--- src/hdl/blcg_pkg.sv ---
`timescale 1ns / 1ps

package blcg_pkg;

    localparam int CFG_ADDR_W = 4;
    localparam int CFG_DATA_W = 32;

    // register indexes (byte address = 4 * index)
    localparam logic [1:0] REG_HUE        = 2'd0;
    localparam logic [1:0] REG_SATURATION = 2'd1;
    localparam logic [1:0] REG_FLOOR      = 2'd2;

    localparam logic [7:0] HUE_RESET   = 8'd170;
    localparam logic [7:0] SAT_RESET   = 8'd255;
    localparam logic [7:0] FLOOR_RESET = 8'd80;
    localparam logic [7:0] CHANNEL_MAX = 8'd255;

    // n / 3 == (n * 21846) >> 16 for any n below 2^15
    localparam logic [14:0] THIRD_RECIP = 15'd21846;

    // hue regions around the color wheel
    localparam logic [2:0] REGION_RED     = 3'd0;
    localparam logic [2:0] REGION_YELLOW  = 3'd1;
    localparam logic [2:0] REGION_GREEN   = 3'd2;
    localparam logic [2:0] REGION_CYAN    = 3'd3;
    localparam logic [2:0] REGION_BLUE    = 3'd4;
    localparam logic [2:0] REGION_MAGENTA = 3'd5;

    typedef struct packed {
        logic [2:0] region;
        logic       sat_zero;
        logic [7:0] p_mul;
        logic [7:0] q_mul;
        logic [7:0] t_mul;
    } hsv_terms_t;

    // Scale factors for p, q and t; they depend on hue and saturation only.
    function automatic hsv_terms_t calc_terms(input logic [7:0] h, input logic [7:0] s);
        logic [10:0] h6;
        logic [7:0]  frac;
        logic [15:0] s_frac;
        logic [15:0] s_inv;
        hsv_terms_t  terms;
        h6            = {3'b000, h} * 11'd6;
        frac          = h6[7:0];
        s_frac        = {8'd0, s} * {8'd0, frac};
        s_inv         = {8'd0, s} * {8'd0, CHANNEL_MAX - frac};
        terms.region   = h6[10:8];
        terms.sat_zero = (s == 8'd0);
        terms.p_mul    = CHANNEL_MAX - s;
        terms.q_mul    = CHANNEL_MAX - s_frac[15:8];
        terms.t_mul    = CHANNEL_MAX - s_inv[15:8];
        return terms;
    endfunction

endpackage

--- src/hdl/blcg_cfg_regs.sv ---
`timescale 1ns / 1ps

module blcg_cfg_regs (
    input  logic                             clk,
    input  logic                             rst_n,
    input  logic                             psel,
    input  logic                             penable,
    input  logic                             pwrite,
    input  logic [blcg_pkg::CFG_ADDR_W-1:0]  paddr,
    input  logic [blcg_pkg::CFG_DATA_W-1:0]  pwdata,
    output logic [blcg_pkg::CFG_DATA_W-1:0]  prdata,
    output logic                             pready,
    output logic [7:0]                       floor_level,
    output blcg_pkg::hsv_terms_t             terms
);
    import blcg_pkg::*;

    logic [7:0] hue_reg;
    logic [7:0] sat_reg;
    logic [7:0] floor_reg;
    hsv_terms_t terms_reg;
    hsv_terms_t terms_next;
    logic       wr_en;
    logic [1:0] reg_idx;

    assign pready  = 1'b1;
    assign reg_idx = paddr[3:2];
    assign wr_en   = psel && penable && pwrite && pready;

    always_ff @(posedge clk or negedge rst_n)
    begin
        if (!rst_n)
        begin
            hue_reg   <= HUE_RESET;
            sat_reg   <= SAT_RESET;
            floor_reg <= FLOOR_RESET;
        end
        else if (wr_en)
        begin
            unique case (reg_idx)
                REG_HUE:        hue_reg   <= pwdata[7:0];
                REG_SATURATION: sat_reg   <= pwdata[7:0];
                REG_FLOOR:      floor_reg <= pwdata[7:0];
                default:        ;
            endcase
        end
    end

    // derived terms are registered and follow the registers in the next cycle
    assign terms_next = calc_terms(hue_reg, sat_reg);

    always_ff @(posedge clk or negedge rst_n)
    begin
        if (!rst_n)
            terms_reg <= calc_terms(HUE_RESET, SAT_RESET);
        else
            terms_reg <= terms_next;
    end

    always_comb
    begin
        unique case (reg_idx)
            REG_HUE:        prdata = {24'd0, hue_reg};
            REG_SATURATION: prdata = {24'd0, sat_reg};
            REG_FLOOR:      prdata = {24'd0, floor_reg};
            default:        prdata = '0;
        endcase
    end

    assign floor_level = floor_reg;
    assign terms       = terms_reg;

    a_region_range: assert property (@(posedge clk) disable iff (!rst_n)
        terms_reg.region <= REGION_MAGENTA)
        else $error("hue region out of range");

endmodule

--- src/hdl/blcg_brightness.sv ---
`timescale 1ns / 1ps

module blcg_brightness (
    input  logic        clk,
    input  logic        rst_n,
    input  logic        in_valid,
    output logic        in_ready,
    input  logic [15:0] time_ms,
    input  logic [7:0]  floor_level,
    output logic        lvl_valid,
    input  logic        lvl_ready,
    output logic [7:0]  level
);
    import blcg_pkg::*;

    logic vld1_reg, vld2_reg, vld3_reg, vld4_reg;
    logic rdy1, rdy2, rdy3, rdy4;

    logic [7:0] phase_reg, phase_next;
    logic [7:0] x2_reg, x2_next;
    logic [7:0] sq2_reg, sq2_next;
    logic [7:0] sq3_reg;
    logic [7:0] cu3_reg, cu3_next;
    logic [7:0] lvl_reg, lvl_next;

    logic [28:0] div_prod;
    logic [7:0]  folded;
    logic [15:0] sq_prod;
    logic [15:0] cu_prod;
    logic [9:0]  ease_diff;
    logic [8:0]  ease;
    logic [9:0]  lvl_sum;

    assign rdy4     = !vld4_reg || lvl_ready;
    assign rdy3     = !vld3_reg || rdy4;
    assign rdy2     = !vld2_reg || rdy3;
    assign rdy1     = !vld1_reg || rdy2;
    assign in_ready = rdy1;

    // stage 1: phase = (t / 12) mod 256, via (t >> 2) / 3
    assign div_prod   = {15'd0, time_ms[15:2]} * {14'd0, THIRD_RECIP};
    assign phase_next = div_prod[23:16];

    // stage 2: triangle fold, double, square
    assign folded   = phase_reg[7] ? (CHANNEL_MAX - phase_reg) : phase_reg;
    assign x2_next  = {folded[6:0], 1'b0};
    assign sq_prod  = {8'd0, x2_next} * {8'd0, x2_next};
    assign sq2_next = sq_prod[15:8];

    // stage 3: cube
    assign cu_prod  = {8'd0, sq2_reg} * {8'd0, x2_reg};
    assign cu3_next = cu_prod[15:8];

    // stage 4: (3sq - 2cu) / 2 + floor, saturated
    assign ease_diff = {2'b00, sq3_reg} + {1'b0, sq3_reg, 1'b0} - {1'b0, cu3_reg, 1'b0};
    assign ease      = ease_diff[9:1];
    assign lvl_sum   = {1'b0, ease} + {2'b00, floor_level};
    assign lvl_next  = (lvl_sum[9:8] != 2'b00) ? CHANNEL_MAX : lvl_sum[7:0];

    always_ff @(posedge clk or negedge rst_n)
    begin
        if (!rst_n)
        begin
            vld1_reg <= 1'b0;
            vld2_reg <= 1'b0;
            vld3_reg <= 1'b0;
            vld4_reg <= 1'b0;
        end
        else
        begin
            if (rdy1) vld1_reg <= in_valid;
            if (rdy2) vld2_reg <= vld1_reg;
            if (rdy3) vld3_reg <= vld2_reg;
            if (rdy4) vld4_reg <= vld3_reg;
        end
    end

    always_ff @(posedge clk)
    begin
        if (rdy1)
            phase_reg <= phase_next;
        if (rdy2)
        begin
            x2_reg  <= x2_next;
            sq2_reg <= sq2_next;
        end
        if (rdy3)
        begin
            sq3_reg <= sq2_reg;
            cu3_reg <= cu3_next;
        end
        if (rdy4)
            lvl_reg <= lvl_next;
    end

    assign lvl_valid = vld4_reg;
    assign level     = lvl_reg;

    a_cube_le_square: assert property (@(posedge clk) disable iff (!rst_n)
        vld3_reg |-> (cu3_reg <= sq3_reg))
        else $error("cube term above square term");

    a_ease_bound: assert property (@(posedge clk) disable iff (!rst_n)
        vld3_reg |-> (ease <= 9'd128))
        else $error("eased wave above half scale");

endmodule

--- src/hdl/blcg_hsv.sv ---
`timescale 1ns / 1ps

module blcg_hsv (
    input  logic                 clk,
    input  logic                 rst_n,
    input  logic                 lvl_valid,
    output logic                 lvl_ready,
    input  logic [7:0]           level,
    input  blcg_pkg::hsv_terms_t terms,
    output logic                 out_valid,
    input  logic                 out_ready,
    output logic [23:0]          rgb
);
    import blcg_pkg::*;

    logic        vld_reg;
    logic [23:0] rgb_reg, rgb_next;
    logic [15:0] p_prod, q_prod, t_prod;
    logic [7:0]  p, q, t;
    logic [7:0]  r, g, b;

    assign lvl_ready = !vld_reg || out_ready;

    assign p_prod = {8'd0, level} * {8'd0, terms.p_mul};
    assign q_prod = {8'd0, level} * {8'd0, terms.q_mul};
    assign t_prod = {8'd0, level} * {8'd0, terms.t_mul};
    assign p = p_prod[15:8];
    assign q = q_prod[15:8];
    assign t = t_prod[15:8];

    always_comb
    begin
        unique case (terms.region)
            REGION_RED:    begin r = level; g = t;     b = p;     end
            REGION_YELLOW: begin r = q;     g = level; b = p;     end
            REGION_GREEN:  begin r = p;     g = level; b = t;     end
            REGION_CYAN:   begin r = p;     g = q;     b = level; end
            REGION_BLUE:   begin r = t;     g = p;     b = level; end
            default:       begin r = level; g = p;     b = q;     end
        endcase
        if (terms.sat_zero)
            rgb_next = {level, level, level};
        else
            rgb_next = {b, g, r};
    end

    always_ff @(posedge clk or negedge rst_n)
    begin
        if (!rst_n)
            vld_reg <= 1'b0;
        else if (lvl_ready)
            vld_reg <= lvl_valid;
    end

    always_ff @(posedge clk)
    begin
        if (lvl_ready)
            rgb_reg <= rgb_next;
    end

    assign out_valid = vld_reg;
    assign rgb       = rgb_reg;

endmodule

--- src/hdl/breathing_led_color_generator_core.sv ---
// Throughput: one transaction per cycle; the 5-stage pipeline (divide, square, cube,
// level, HSV) takes a new timestamp every cycle while the output is taken.
// Reset (rst_n, async, active low) empties the pipeline and loads hue 170,
// saturation 255 and floor level 80.
`timescale 1ns / 1ps

module breathing_led_color_generator_core (
    input  logic                             clk,
    input  logic                             rst_n,
    // config port
    input  logic                             psel,
    input  logic                             penable,
    input  logic                             pwrite,
    input  logic [blcg_pkg::CFG_ADDR_W-1:0]  paddr,
    input  logic [blcg_pkg::CFG_DATA_W-1:0]  pwdata,
    output logic [blcg_pkg::CFG_DATA_W-1:0]  prdata,
    output logic                             pready,
    // timestamp stream
    input  logic                             s_tvalid,
    output logic                             s_tready,
    input  logic [15:0]                      s_tdata,   // [15:0] time_ms
    // color stream
    output logic                             m_tvalid,
    input  logic                             m_tready,
    output logic [23:0]                      m_tdata    // [7:0] red, [15:8] green, [23:16] blue
);
    import blcg_pkg::*;

    logic [7:0] floor_level;
    hsv_terms_t terms;
    logic       lvl_valid;
    logic       lvl_ready;
    logic [7:0] level;

    // Register file; hue/saturation products are precomputed here so the
    // datapath only multiplies by the brightness.
    blcg_cfg_regs u_cfg (
        .clk         (clk),
        .rst_n       (rst_n),
        .psel        (psel),
        .penable     (penable),
        .pwrite      (pwrite),
        .paddr       (paddr),
        .pwdata      (pwdata),
        .prdata      (prdata),
        .pready      (pready),
        .floor_level (floor_level),
        .terms       (terms)
    );

    // Stages 1-4: timestamp -> phase -> triangle -> cubic ease -> brightness.
    // Each stage holds its own valid bit, so bubbles fill in under backpressure.
    blcg_brightness u_bright (
        .clk         (clk),
        .rst_n       (rst_n),
        .in_valid    (s_tvalid),
        .in_ready    (s_tready),
        .time_ms     (s_tdata),
        .floor_level (floor_level),
        .lvl_valid   (lvl_valid),
        .lvl_ready   (lvl_ready),
        .level       (level)
    );

    // Stage 5: p/q/t products, region select, output register.
    blcg_hsv u_hsv (
        .clk       (clk),
        .rst_n     (rst_n),
        .lvl_valid (lvl_valid),
        .lvl_ready (lvl_ready),
        .level     (level),
        .terms     (terms),
        .out_valid (m_tvalid),
        .out_ready (m_tready),
        .rgb       (m_tdata)
    );

    // Input can only back up once the output register holds a result.
    a_stall_from_output: assert property (@(posedge clk) disable iff (!rst_n)
        !s_tready |-> (m_tvalid && !m_tready))
        else $error("input stalled without output backpressure");

endmodule

--- config.mk ---
export PLATFORM = sky130hd
export DESIGN_NAME = breathing_led_color_generator_core
export DESIGN_NICKNAME = d
export VERILOG_FILES = /design/src/hdl/blcg_pkg.sv /design/src/hdl/blcg_cfg_regs.sv /design/src/hdl/blcg_brightness.sv /design/src/hdl/blcg_hsv.sv /design/src/hdl/breathing_led_color_generator_core.sv
export SDC_FILE = /design/constraint.sdc
export NUM_CORES = 1
export LEC_CHECK = 0
export ABC_CLOCK_PERIOD_IN_PS = 12850
export BUFFER_PORTS_ARGS = -buffer_cell sky130_fd_sc_hd__buf_2
export CAP_MARGIN = 20
export CORE_UTILIZATION = 51
export CTS_BUF_LIST = sky130_fd_sc_hd__clkbuf_2
export DETAILED_ROUTE_END_ITERATION = 10
export PLACE_DENSITY = 0.76
export SYNTH_ARGS = -nofsm -noshare
export SYNTH_HDL_FRONTEND = slang
export SYNTH_HIERARCHICAL = 1
export SYNTH_SLANG_ARGS = --single-unit
export TNS_END_PERCENT = 10
--- constraint.sdc ---
create_clock -name clk -period 12.85 [get_ports clk]
set_clock_uncertainty 0.2 [all_clocks]
set_input_delay 2.57 -clock clk [delete_from_list [all_inputs] [get_ports clk]]
set_output_delay 2.57 -clock clk [all_outputs]
set_load 0.005 [all_outputs]
### After elaboration in Yosys (flattened, before gate mapping)

Index checks and enable logic that the tools add are counted.

* add/sub/neg operators: 8
* multipliers: 9
* equality and inequality tests: 6
* mux-type cells: 6
* reduce and logical (&&, ||, !) cells: 23

Operators by type and width (count)
* one-hot mux 8 bit (3 select lines): 4
* multiplier 8 x 8 -> 16 bit: 4
* subtractor 8 bit, first input constant: 4
* multiplier 8 x 7 -> 15 bit: 2
* 2-to-1 mux 24 bit: 1
* multiplier 14 x 14 -> 23 bit, second input constant: 1
* multiplier 7 x 7 -> 14 bit: 1
* adder 8 x 9 -> 10 bit: 1
* adder 9 x 8 -> 10 bit: 1
* multiplier 8 x 2 -> 10 bit, second input constant: 1
* subtractor 10 x 9 -> 10 bit: 1
* zero test 8 bit: 1
* OR reduction 2 bit: 4
* 2-to-1 mux 7 bit: 1
* subtractor 7 bit, first input constant: 1
* == test 3 x 2 -> 1 bit, second input constant: 2
* AND reduction 2 bit: 3
* zero test 1 bit: 5
* logical OR 1 bit: 5
* == test 3 x 1 -> 1 bit, second input constant: 1
* == test 3 bit, second input constant: 1
* zero test 3 bit: 1
* == test 2 x 1 -> 1 bit, second input constant: 1
* == test 2 bit, second input constant: 1
* 3 further kinds: 4

* register bits: 128
* input port bits: 59
* output and inout port bits: 59
* logic and storage cells: 72

### Depth between registers and ports, before layout

* word-level depth: 6
* gate-level depth with buffers: 21
* gate-level depth less buffers: 20

### By module

The synthesis kept the hierarchy.

Modules (own cells, without submodules)
* blcg_brightness: instances 1, cells an instance 827, area an instance 8137.8 µm², seq. area each 1511.4 µm²
* blcg_hsv: instances 1, cells an instance 860, area an instance 7572.3 µm², seq. area each 745.7 µm²
* blcg_cfg_regs: instances 1, cells an instance 619, area an instance 5936.9 µm², seq. area each 1331.3 µm²

### Worst setup path before layout

No wires, ideal clock.

* path type: input to register
* start: input s_tdata[4]
* end: register u_bright.phase_reg[7], data pin
* setup time: 264 ps
* arrival: 6687 ps
* required time: 12386 ps
* slack: 5700 ps
* stages on the path: 17
* buffers on the path: 0
* cells stage by stage: ha_1 -> inv_1 -> fa_1 -> fa_1 -> inv_1 -> fa_1 -> inv_1 -> fa_1 -> inv_1 -> ha_1 -> ha_1 -> nand4_1 -> nor2_1 -> a211oi_1 -> nand3b_1 -> a221oi_1 -> xnor2_1

* cells in the longest elaborated chain, start to end: 1

Ends and longest elaborated chain
* from (decl): line breathing_led_color_generator_core.sv:21 `input logic [15:0] s_tdata,`
* multiplier 14 x 14 -> 23 bit: line blcg_brightness.sv:41 `assign div_prod = {15'd0, time_ms[15:2]} * {14'd0, THIRD_RECIP};`
* via u_bright.div_prod[23]: line blcg_brightness.sv:26 `logic [28:0] div_prod;`
* to (signal assigned): line blcg_brightness.sv:81 `phase_reg <= phase_next;`
* to (decl): line blcg_brightness.sv:19 `logic [7:0] phase_reg, phase_next;`

The timed path passes the listed nets, and every way through them passes these cells.
A chain may end at the register's enable or synchronous reset.

### Worst setup path after layout

* start: input m_tready
* end: output s_tready

* cells in the longest elaborated chain, start to end: 5

Ends and longest elaborated chain
* from (decl): line breathing_led_color_generator_core.sv:24 `input logic m_tready,`
* logical OR 1 bit: line blcg_hsv.sv:22 `assign lvl_ready = !vld_reg || out_ready;`
* via lvl_ready: line breathing_led_color_generator_core.sv:32 `logic lvl_ready;`
* logical OR 1 bit: line blcg_brightness.sv:34 `assign rdy4 = !vld4_reg || lvl_ready;`
* logical OR 1 bit: line blcg_brightness.sv:35 `assign rdy3 = !vld3_reg || rdy4;`
* logical OR 1 bit: line blcg_brightness.sv:36 `assign rdy2 = !vld2_reg || rdy3;`
* logical OR 1 bit: line blcg_brightness.sv:37 `assign rdy1 = !vld1_reg || rdy2;`
* to (decl): line breathing_led_color_generator_core.sv:20 `output logic s_tready,`

The timed path passes the listed nets, and every way through them passes these cells.

==> qor.yml <==
outcome: "finished, final reports clean"
worst_slack_ps: 5710
hpwl_um: 38000
cts_tree: "yes"
placedCellCount: 2865
initial_core_util_pct: 51.6
required_ps: 10080
final_cells: 2900
top_layer: "met4"
root_buffer: "clkbuf_2"
numCtsBuffers: 17
arrival_ps: 4370
slew_viol_final: 0
synth_flop_cell: "edfxtp_1"
maxCapViolations: 0
synth_area_per_cell_um2: 9.39
drtIter0Drc: 882
crit_path_start_kind: "input pin"
cts_hold_buf: 0
post_cts_buffers: 0
viasPerCell: 5.52
antenna_found_initial: 2
critical_path_class: "in2out"
grt_pass1_vias: 16800
synth-edff-count: 71
clock.fmax_mhz: 140
synth_cell_types: 90
clk_path_buf_depth: 2
synth_top_cells_by_count: "inv_1 (450), ha_1 (310), fa_1 (276), and2_1 (198), nand2_1 (175)"
fin_nets: 2991
cp_cell_sequence: "buf_2 -> nand2b_1 -> buf_4 -> nor2b_1 -> nand4_1 -> buf_2"
hold_class: "reg2reg"
wirelength_um: 47500
preCtsSetupSlack_ps: 5190
fin_crit_ps: 7140
syn_to_final_growth_pct: 4.90
met2_length_um: 22500
wl_met3_um: 2820
rsz0062_at_grt: "no"
synthCells: 2306
cts.clk_slew.worst_paths_ps: 240
io_buffer_count: 64
grt_first_pass_wirelength_um: 81000
ys_seq_area_share_pct: 16.6
die-width_um: 208
wl_per_cell_um: 16.4
ctsHtreeMaxLevel: 4
syn_area_um2: 21600
synth_top_area_share_pct: 25.5
setup_viol: 0
grt_max_degree: 58
cp_common_cell: "buf_2"
drt-pass1-iter-count: 7
yosys_warnings: 6
grt_overflow: 0
fin_hold_ws_ps: 311
track_usage_pct: 23.0
die_h_um: 208
rows: 75
io_pins: 118
worst_slew_pin_slew_ps: 921
post-route-period-util_pct: 55.5
dieArea_um2: 43300
drc: 0
yosysTopAreaCell: "fa_1"
core-area_um2: 41900
max_stage_delay_ps: 620
largest_reg_flops: 28
worst-path-max-fanout: 26
finalSetupTns_ps: 0
slew_headroom_pct: 38.2
drive_gt1_share_pct: 7.97
worst_setup_path_end_kind: "primary output"
synthArstFlopShare_pct: 44.5
antenna_left: 0
via_count: 16000
finalHoldViolCount: 0
gp_congestion: 0.920
cts.sinks: 128
wl_met1_um: 21200
critPathSlowestCell: "nand4_1"
synth_most_common_cell: "inv_1"
synth_seq_cells: 128
clk-insertion-delay-late_ps: 820
synth.area.top_cells: "fa_1 (26%), ha_1 (18%), edfxtp_1 (9.8%)"
cts_resized: 0
logic make-up (layout without fill, tap and decap cells):
logic type | count (synthesis) | after routing | synth area share, %
compound gates | 299 | 299 | 9.79
xor+xnor | 86 | 86 | 3.48
fa+ha+maj | 586 | 586 | 43.4
buf+inv | 533 | 563 | 9.73
flops | 128 | 128 | 16.6
mux | 38 | 38 | 1.91
other cells | 2 | 27 | 0.0347
simple gates | 634 | 634 | 15.0
layer usage:
layer  track usage, %  vias to the layer above
li1                 -                     7514
met1             30.7                     7892
met2             38.3                      509
met3             3.85                       87
met4             7.00                        0
met5                0                        -
cell usage in the layout, fill, tap and decap left out, drive strengths merged, types with 9 or more instances in the layout:
master  count
ha        310
mux2i      14
xnor2      58
mux2       24
buf        77
a211oi     12
a221oi      9
a21o       33
o22ai      11
nor2b      11
edfxtp     71
fa        276
dfstp      24
nand4      13
nor2      108
nand2     175
dfrtp      33
and2      199
xor2       28
nand2b     32
o21a       10
and3       10
clkbuf     20
o21ai      62
conb       25
a21oi      69
inv       453
nor3       26
nand3      25
o21bai     14
through the flow:
stage	instance area (um^2)	util (%)
after global routing	22700	54.1
after floorplan	21700	-
after global placement	22400	53.4
after detailed placement	22400	53.4
after CTS	22700	54.1
final	22700	54.1
final cells by class:
cell class	instances	area, um^2
Tap cell	539	674
Clock inverter	12	159
Fill cell	3589	19200
Timing Repair Buffer	77	438
Inverter	454	1700
Sequential cell	128	3590
Multi-Input combinational cell	1668	16000
Antenna cell	2	5.00
Clock buffer	20	100
worst paths after layout:
| check | from | end | slack, ps | depth (start not counted) |
|---|---|---|---|---|
| worst max register to register | u_cfg/hue_reg[0] | u_cfg/terms[5] | 6310 | 17 |
| worst min register to register | u_bright/vld3_reg | u_bright/lvl_valid | 310 | 1 |
| worst max-delay path | m_tready | s_tready | 5710 | 6 |
| worst min-delay path | u_bright/vld3_reg | u_bright/lvl_valid | 310 | 1 |
| max in group asynchronous | rst_n | u_cfg/terms[19] | 10190 | 2 |
| min in group asynchronous | rst_n | u_bright/vld1_reg | 1680 | 2 |
worst max-delay path, delay by kind of cell:
kind | cells | cell delay [ps]
simple gates | 3 | 1090
buf+inv | 3 | 690
Power is left out: the tool's default activity adds up to more than one toggle a clock period on the data nets, which glitch-free logic cannot reach.
